$ cat src/rtl/core/xna_pkg.sv
package xna_pkg;

    localparam int GRID_SIDE = 64;
    localparam int ROW_W     = 6;
    localparam int SIDE_W    = 7;
    localparam int ADDR_W    = ROW_W + 1;
    localparam int RULE_W    = 9;
    localparam int CFG_IDX_W = 1;
    localparam int CFG_DATA_W = 9;

    typedef logic [GRID_SIDE-1:0] row_t;
    typedef logic [ROW_W-1:0]     idx_t;
    typedef logic [SIDE_W-1:0]    side_t;

    localparam logic [1:0] MODE_WRITE = 2'd0;
    localparam logic [1:0] MODE_READ  = 2'd1;
    localparam logic [1:0] MODE_STEP  = 2'd2;
    localparam logic [1:0] MODE_CLEAR = 2'd3;

    localparam logic [CFG_IDX_W-1:0] CFG_RULE_MASK    = 1'b0;
    localparam logic [CFG_IDX_W-1:0] CFG_INITIAL_SIDE = 1'b1;

    // true when idx lies in [org, org + side)
    function automatic logic in_square(idx_t idx, idx_t org, side_t side);
        logic [SIDE_W:0] hi;
        hi = {2'b00, org} + {1'b0, side};
        return ({2'b00, idx} >= {2'b00, org}) && ({2'b00, idx} < hi);
    endfunction

    // one bit per column inside the active square
    function automatic row_t square_cols(idx_t org, side_t side);
        row_t m;
        for (int c = 0; c < GRID_SIDE; c++)
        begin
            m[c] = in_square(idx_t'(c), org, side);
        end
        return m;
    endfunction

endpackage

$ cat src/rtl/core/xna_row_engine.sv
module xna_row_engine (
    input  logic                       clk,
    input  logic                       rst_n,
    input  logic                       clr,
    input  logic                       shift,
    input  logic [xna_pkg::RULE_W-1:0] rule_mask,
    input  xna_pkg::row_t              below_row,
    output xna_pkg::row_t              new_row
);
    import xna_pkg::*;

    row_t above_reg;
    row_t mid_reg;
    logic [GRID_SIDE+1:0] a;
    logic [GRID_SIDE+1:0] m;
    logic [GRID_SIDE+1:0] b;

    always_ff @(posedge clk or negedge rst_n)
    begin
        if (!rst_n)
        begin
            above_reg <= '0;
            mid_reg   <= '0;
        end
        else if (clr)
        begin
            above_reg <= '0;
            mid_reg   <= '0;
        end
        else if (shift)
        begin
            above_reg <= mid_reg;
            mid_reg   <= below_row;
        end
    end

    // zero pad on both edges, column c sits at c+1
    assign a = {1'b0, above_reg, 1'b0};
    assign m = {1'b0, mid_reg, 1'b0};
    assign b = {1'b0, below_row, 1'b0};

    always_comb
    begin
        for (int c = 0; c < GRID_SIDE; c++)
        begin
            new_row[c] = (rule_mask[0] & m[c+1]) ^ (rule_mask[1] & m[c+2])
                       ^ (rule_mask[2] & b[c+2]) ^ (rule_mask[3] & b[c+1])
                       ^ (rule_mask[4] & b[c])   ^ (rule_mask[5] & m[c])
                       ^ (rule_mask[6] & a[c])   ^ (rule_mask[7] & a[c+1])
                       ^ (rule_mask[8] & a[c+2]);
        end
    end

endmodule

$ cat config.mk
export PLATFORM = sky130hd
export DESIGN_NAME = xna_row_engine
export DESIGN_NICKNAME = d
export VERILOG_FILES = /design/src/rtl/core/xna_pkg.sv /design/src/rtl/core/xna_row_engine.sv
export SDC_FILE = /design/constraint.sdc
export NUM_CORES = 1
export LEC_CHECK = 0
export ABC_CLOCK_PERIOD_IN_PS = 4000
export BUFFER_PORTS_ARGS = -buffer_cell sky130_fd_sc_hd__buf_4
export CAP_MARGIN = 20
export CORE_ASPECT_RATIO = 0.8
export CORE_MARGIN = 1.5
export CORE_UTILIZATION = 48
export CTS_BUF_LIST = sky130_fd_sc_hd__clkbuf_2 sky130_fd_sc_hd__clkbuf_4 sky130_fd_sc_hd__clkbuf_8
export CTS_CLUSTER_DIAMETER = 40
export DETAILED_ROUTE_END_ITERATION = 7
export HOLD_SLACK_MARGIN = 0.03
export PLACE_DENSITY = 0.78
export RECOVER_POWER = 25
export REMOVE_ABC_BUFFERS = 1
export SLEW_MARGIN = 5
export SYNTH_ARGS = -nofsm -noshare
export SYNTH_HDL_FRONTEND = slang
export SYNTH_SLANG_ARGS = --single-unit
$ cat constraint.sdc
create_clock -name clk -period 4 [get_ports clk]
set_input_delay 0.8 -clock clk [delete_from_list [all_inputs] [get_ports clk]]
set_output_delay 0.8 -clock clk [all_outputs]
set_load 0.02 [all_outputs]
* Word-level counts from Yosys, hierarchy flattened *
Cells that the tools add are included.

word-level totals
  register bits = 128
  logic and storage cells = 1083

operators by class
  muxes and demuxes = 4
  bitwise logic cells = 1076
  reductions and logical operators = 1

operators with widths
  kind                count
  1-bit bitwise AND   570
  1-bit XOR           506
  64-bit two-way mux  4
  2-bit nonzero test  1

* Depth between registers and ports, before layout *
Gate-level depths: netlist of the first run.

  word-level depth = 9
  mapped depth = 6
  gate-level depth less buffers = 4

* Worst setup path after synthesis of the first run *
OpenSTA, ideal clock, no wires.

  kind = in2out
  start point = input rule_mask[4] (netlist name)
  end point = output new_row[60]
  arrival = 1.966 ns
  required time = 3.200 ns
  setup slack = 1.234 ns
  stages = 6
  path through = buf_2 buf_2 nand2_1 xnor2_1 xnor3_1 xnor2_1

between the ends
  word-level cells in the longest chain between the ends = 6

RTL lines
  element                 line                  text
  start: declaration      xna_row_engine.sv:6   input logic [xna_pkg::RULE_W-1:0] rule_mask,
  1-bit bitwise AND       xna_row_engine.sv:48  ^ (rule_mask[4] & b[c]) ^ (rule_mask[5] & m[c])
  1-bit XOR (2 in a row)  xna_row_engine.sv:48
  1-bit XOR (2 in a row)  xna_row_engine.sv:49  ^ (rule_mask[6] & a[c]) ^ (rule_mask[7] & a[c+1])
  1-bit XOR               xna_row_engine.sv:50  ^ (rule_mask[8] & a[c+2]);
  end: declaration        xna_row_engine.sv:8   output xna_pkg::row_t new_row

No other way between the ends.

* Worst setup path in the final report of the first run *
  start point = input rule_mask[5] (netlist name)
  end point = output new_row[32]

between the ends
  word-level cells in the longest chain between the ends = 5

RTL lines
  element                 line
  1-bit bitwise AND       xna_row_engine.sv:48
  1-bit XOR               xna_row_engine.sv:48
  1-bit XOR (2 in a row)  xna_row_engine.sv:49
  1-bit XOR               xna_row_engine.sv:50

No other way between the ends.

==> reports/metrics.yaml, run 1 <==
clock_tree:
  root_buffer: "clkbuf_8"
  htree_levels: 4
  cts_resized: 0
  cts.path.max_buffers: 2
  clk_pin_slew_ns: 0.08
  cts.sinks: 128
  cts_tree: "yes"
  post_cts.repair.setup_buffers: 0
  ctsHoldBuffers: 0
  clk-insertion-delay-late_ns: 0.46
  numCtsBuffers: 17
floorplan:
  start_util: 0.490
  coreArea_um2: 25400
  rows: 52
  die_area_um2: 26900
  die_width_um: 183
  dieHeight_um: 147
  io_pins: 141
sta:
  setup_viol: 0
  relSlewSlack: -0.406
  max_freq_mhz: 306
  hold_viol: 0
  skew_ns: 0.0136
  drv_slew: 37
  timing.final.crit_share: 0.817
  min_period_ns: 3.27
  tightest_slew_ns: 2.11
  grt_setup_unrepaired: "false"
  fin_setup_tns_ns: 0
yosys:
  ys_ff_latch: 128
  synth-async-reset-ratio: 1.00
  ys.flop_type: "dfrtp_1"
  synth.top_cell.area_share: 0.257
  ys_seq_area_frac: 0.257
  synth.most_common_cell: "nand2_1"
  syn_inst: 1489
  synth_edf_count: 0
  yosysTopAreaCell: "dfrtp_1"
  yosys_warnings: 0
  yosys-top-cells-area: "dfrtp_1, xnor2_1, nand2_1, xnor3_1, mux2i_1"
  synth_common_cells: "nand2_1, xnor2_1, dfrtp_1, mux2i_1, nor2_1"
  syn_area_um2: 12400
  syn_avg_cell_area_um2: 8.36
  yosysUniqueCellTypes: 12
worst_setup_path:
  path_cells: "buf_4 > buf_4 > nand2_1 > xor2_1 > xnor3_1 > buf_4"
  cp_slowest_stage_delay_ns: 0.44
  startpoint_type: "input port"
  crit_arrival_ns: 2.47
  end_kind: "output pin"
  cpMostUsedCell: "buf_4"
  required_ns: 3.20
  path_buf_inv: 3
  slowest_stage: "xnor3_1"
  crit_fanout: 31
  cpLargestDelayFamily: "buffers and inverters"
  crit_type: "in -> out"
detailed_routing:
  viasPerCell: 5.33
  drtIter0Drc: 815
  antenna_left: 0
  drc: 0
  vias: 10200
  routedWlPerCell_um: 16.8
  first_pass_iters: 6
  wl_mm: 32.2
run_status:
  violations: "max-capacitance violations, max-slew violations"
  status: "finished with violations"
power:
  cellInternalPower_mw: 2.86
  p_comb_frac: 0.421
  leakagePower_nw: 6.51
  netSwitchingFraction: 0.358
  peakVddDrop_v: 0.000260
  power_density_nw_per_um2: 317
  clock_power_share: 0.259
  power_frac_seq: 0.320
  switchingPower_mw: 1.60
place:
  globalplace.congestion: 0.846
  dp.final_hpwl_mm: 21.4
  place_area_um2: 13700
  portBuffers: 140
grt:
  grt_pass1_wl_mm: 52.7
  grt_pass1_vias: 10400
  antenna_found_initial: 1
  grt_overflow_total: 0
  grt_max_degree: 93
  gr-usage-all-layers: 0.245
finish:
  drive_above_1_share: 0.137
  area_growth_pct: 13.2
  regArea_um2: 3200
  multiInputGateArea_um2: 8710
  diodes: 0
  stdcell_area_um2: 14100
  nets: 1657
  finish.utilization: 0.555
  fill_cells: 2291
hold_path:
  holdCritPathClass: "reg -> reg"
job:
  timing.max_cap.violations: 1
-- worst paths after layout --
path | start | end | slack, ns | depth (start not counted)
hold reg to reg | above_reg[0]$_DFFE_PN0P_ | above_reg[0]$_DFFE_PN0P_ | 0.58 | 2
setup / recovery | rule_mask[5] | new_row[32] | 0.73 | 6
setup reg to reg | mid_reg[57]$_DFFE_PN0P_ | above_reg[57]$_DFFE_PN0P_ | 3.16 | 2
max in group asynchronous | rst_n | above_reg[45]$_DFFE_PN0P_ | 1.69 | 2
hold / removal | above_reg[0]$_DFFE_PN0P_ | above_reg[0]$_DFFE_PN0P_ | 0.58 | 2
min in group asynchronous | rst_n | mid_reg[0]$_DFFE_PN0P_ | 0.93 | 1
-- power by group through the flow --
stage | clock [mW] | combinational, mW | sequential (mW)
finish | 1.16 | 1.88 | 1.43
detailed placement | 0 | 1.88 | 1.45
global placement | 0 | 1.85 | 1.45
floorplan | 0 | 1.13 | 1.43
CTS | 1.17 | 1.89 | 1.42
global route | 1.23 | 1.99 | 1.44
-- tightest hold or removal path, cell delays in order (launching register included) --
cell,delay [ns]
dfrtp_1,0.38
mux2i_1,0.09
nor2_1,0.08
-- cell type report --
| type | instances | area share |
|---|---|---|
| clock buffer | 22 | 0.0202 |
| clock inverter | 10 | 0.00791 |
| multi-input combinational | 1270 | 0.618 |
| sequential | 128 | 0.227 |
| tap | 324 | 0.0288 |
| timing repair buffer | 163 | 0.0975 |
-- logic make-up (layout without fill, tap and decap cells) --
family | after synthesis | count (layout) | synth area share
xor gates and xnor gates | 444 | 444 | 0.381
buffers and inverters | 91 | 195 | 0.0428
DFF | 128 | 128 | 0.257
muxes | 128 | 128 | 0.103
and+or+nand+nor | 698 | 698 | 0.216
-- stage by stage --
step	total power, mW	hold slack, ns	std cells	worst slack (ns)
after floorplan	2.55	0.504	1398	1.41
after global placement	3.30	0.538	1885	0.757
after detailed placement	3.32	0.556	1885	0.727
after CTS	4.48	0.306	1917	0.723
after global routing	4.65	0.601	1917	0.647
final	4.46	0.581	1917	0.731
-- per-layer routing --
layer,part of all wire,track usage
met1,0.44,0.328
met2,0.48,0.408
met3,0.079,0.0451
met4,0.0086,0.0648
met5,0.00040,0
-- placed cells by master, fill, tap and decap left out, drive strengths merged --
| cell | Yosys | final |
|---|---|---|
| clkbuf | 15 | 23 |
| dfrtp | 128 | 128 |
| buf | 76 | 162 |
| bufinv | 0 | 2 |
| nand2 | 570 | 570 |
| clkinvlp | 0 | 3 |
| xnor3 | 62 | 62 |
| mux2i | 128 | 128 |
| clkinv | 0 | 5 |
| nor2 | 128 | 128 |
| xnor2 | 256 | 256 |
| xor2 | 126 | 126 |
Power figures use the tool's default switching activity.
==> inputs of run 2 (changes only) <==
--- a/config.mk
+++ b/config.mk
@@ -5,7 +5,7 @@
 export SDC_FILE = /design/constraint.sdc
 export NUM_CORES = 1
 export LEC_CHECK = 0
-export ABC_CLOCK_PERIOD_IN_PS = 4000
+export ABC_CLOCK_PERIOD_IN_PS = 3300
 export BUFFER_PORTS_ARGS = -buffer_cell sky130_fd_sc_hd__buf_4
 export CAP_MARGIN = 20
 export CORE_ASPECT_RATIO = 0.8
==> constraint.sdc (replaced) <==
create_clock -name clk -period 3.3 [get_ports clk]
set_input_delay 0.66 -clock clk [delete_from_list [all_inputs] [get_ports clk]]
set_output_delay 0.66 -clock clk [all_outputs]
set_load 0.02 [all_outputs]
==> run 2 against run 1 <==
The flow still finishes with violations (max-capacitance violations, max-slew violations). Via count is 0.55% higher. Core utilization increased by 0.77 points. Critical path depth up 1. Register-to-register slack worse by 0.70 ns. Non-clock buffer count increased by 14. Flip-flop and latch count unchanged. Final area is 1.4% higher. Die area stayed put. Critical endpoint is now new_row[47]. Largest power group unchanged.
==> reports/metrics.yaml, run 2 (same netlist as run 1, synthesis figures left out) <==
run_status:
  status: "finished with violations"
  violations: "max-capacitance violations, max-slew violations"
floorplan:
  coreArea_um2: 25400  # unchanged
  io_pins: 141  # unchanged
  dieHeight_um: 147  # unchanged
  start_util: 0.490  # unchanged
  die_width_um: 183  # unchanged
  die_area_um2: 26900  # unchanged
  rows: 52  # unchanged
finish:
  drive_above_1_share: 0.145  # +0.00751
  final_common_cell: "nand2_1"
  nets: 1671  # +0.84%
  final_cell_mix: "nand2_1, xnor2_1, buf_4"
  finish.utilization: 0.563  # +0.00774
  area_growth_pct: 14.8
  fill_cells: 2262  # -1.3%
detailed_routing:
  wl_met2_mm: 14.9  # -2.4%
  top_layer_used: "met5"
  viasPerCell: 5.32  # -0.23%
  drt-met1-wl_mm: 14.2  # +0.98%
  wl_met3_mm: 2.77  # +8.9%
  wl_mm: 32.3  # +0.17%
  routedWlPerCell_um: 16.7  # -0.61%
  drc: 0  # unchanged
  drtIter0Drc: 828  # +1.6%
  first_pass_iters: 5  # -1
  vias: 10300  # +0.55%
  antenna_left: 0  # unchanged
worst_setup_path:
  slowest_stage: "xnor2_1"
  crit_arrival_ns: 2.23  # -0.24 ns
  reg2reg_depth: 2  # unchanged
  cpLargestDelayFamily: "XOR/XNOR gates"
  cp_slowest_stage_delay_ns: 0.28  # -0.16 ns
  reg2reg_from: "mid_reg[41]$_DFFE_PN0P_"
  end_kind: "output pin"
  path_cells: "buf_4 > buf_12 > nand2_1 > xor2_1 > xnor2_1 > xnor3_1 > buf_4"
  cpMostUsedCell: "buf_4"
  required_ns: 2.64  # -0.56 ns
  ff2ff_setup_slack_ns: 2.46  # -0.70 ns
  path_buf_inv: 3  # unchanged
  startpoint_type: "input port"
  crit_fanout: 36  # +16%
  reg2reg_to: "above_reg[41]$_DFFE_PN0P_"
  crit_type: "in -> out"
hold_path:
  hp-start: "below_row[0]"
  hold_end: "mid_reg[0]$_DFFE_PN0P_"
  holdPathStages: 3  # +1
  holdCritPathClass: "in -> reg"
clock_tree:
  root_buffer: "clkbuf_8"
  clk-insertion-delay-late_ns: 0.47  # about the same
  cts.path.max_buffers: 2  # unchanged
  clk_pin_slew_ns: 0.09  # about the same
  cts_tree: "yes"
  cts.sinks: 128  # unchanged
  numCtsBuffers: 17  # unchanged
  ctsHoldBuffers: 0  # unchanged
  cts_resized: 0  # unchanged
  post_cts.repair.setup_buffers: 0  # unchanged
  htree_levels: 4  # unchanged
sta:
  relSlewSlack: -0.497  # -0.0901
  min_period_ns: 2.89
  setup_ws_ns: 0.408  # -0.323 ns
  grt_setup_unrepaired: "false"
  fin_setup_tns_ns: 0  # unchanged
  max_freq_mhz: 346
  hold_viol: 0  # unchanged
  timing.final.crit_share: 0.876
  setup_viol: 0  # unchanged
  skew_ns: 0.0129  # -0.000695 ns
  tightest_slew_ns: 2.24  # +0.135 ns
  drv_slew: 37  # unchanged
  timing.hold.ws_ns: 0.463  # -0.117 ns
place:
  globalplace.congestion: 0.878  # +3.8%
  place_ws_ns: 0.442  # -0.285 ns
  portBuffers: 140  # unchanged
  dp.final_hpwl_mm: 22.2  # +3.6%
grt:
  grt_overflow_total: 0  # unchanged
  antenna_found_initial: 2  # +1
  grt_pass1_wl_mm: 52.9  # +0.30%
  grt_max_degree: 68  # -27%
  gr-usage-all-layers: 0.246  # +0.00120
  grt_pass1_vias: 10300  # -1.3%
power:
  peakVddDrop_v: 0.000262  # +0.86%
  leakagePower_nw: 6.60  # +1.4%
  p_comb_frac: 0.417  # -0.004
  netSwitchingFraction: 0.363  # +0.00414
  power_frac_seq: 0.314  # -0.006
  power_density_nw_per_um2: 386  # +22%
  cellInternalPower_mw: 3.51  # +23%
  switchingPower_mw: 2.00  # +25%
  clock_power_share: 0.269  # +0.010
job:
  timing.max_cap.violations: 1  # unchanged
## run 2: cell types whose count changed in the layout (fill, tap and decap cells not counted), moves of 2 or more
cell and delta:
buf_12 +5, inv_6 +2, clkinv_4 +5, buf_4 +9, clkbuf_4 -3, clkbuf_8 -2
clkinv_2 -3
## run 2: worst reg2reg max path, cell delays in order (launching register included)
cell	delay (ns)
dfrtp_1	0.45
mux2i_1	0.19
nor2_1	0.06
## run 2: stage by stage
| step | power [mW] | instances | instance area, µm² |
|---|---|---|---|
| 6_report | 5.50 | 1932 | 14300 |
| 2_1_floorplan | 3.10 | 1398 | 11900 |
| 3_3_place_gp | 4.02 | 1899 | 13900 |
| 4_1_cts | 5.53 | 1931 | 14300 |
| 5_1_grt | 5.75 | 1931 | 14300 |
| 3_5_place_dp | 4.05 | 1899 | 13900 |
## run 2: area by class of cell
class,count,area [µm²],area share
Timing Repair Buffer,177,1540,0.108
Antenna cell,1,2.50,0.000175
Sequential cell,128,3200,0.224
Clock buffer,17,234,0.0164
Multi-Input combinational cell,1270,8710,0.610
Tap cell,324,405,0.0284
Clock inverter,15,188,0.0131
## run 2: how the worst max path moves through the flow
stage / from / to / slack, ns / depth (start not counted)
2_1_floorplan: rule_mask[4] / new_row[36] / 0.99 / 4
3_3_place_gp: rule_mask[2] / new_row[42] / 0.48 / 7
3_5_place_dp: rule_mask[7] / new_row[16] / 0.44 / 7
4_1_cts: rule_mask[7] / new_row[16] / 0.44 / 7
5_1_grt: rule_mask[0] / new_row[24] / 0.33 / 7
6_report: rule_mask[3] / new_row[47] / 0.41 / 7
## run 2: power groups by stage
stage / Clock [mW] / Combinational, mW / Sequential [mW]
finish: 1.48 / 2.30 / 1.73
global route: 1.57 / 2.44 / 1.74
CTS: 1.50 / 2.30 / 1.73
detailed placement: 0 / 2.29 / 1.76
global placement: 0 / 2.26 / 1.75
floorplan: 0 / 1.37 / 1.73
## run 2: per-layer routing
layer / global-route usage / vias to the layer above
li1: - / 4814
met1: 0.328 / 5039
met5: 0 / -
met2: 0.404 / 374
met3: 0.0632 / 46
met4: 0.0529 / 2
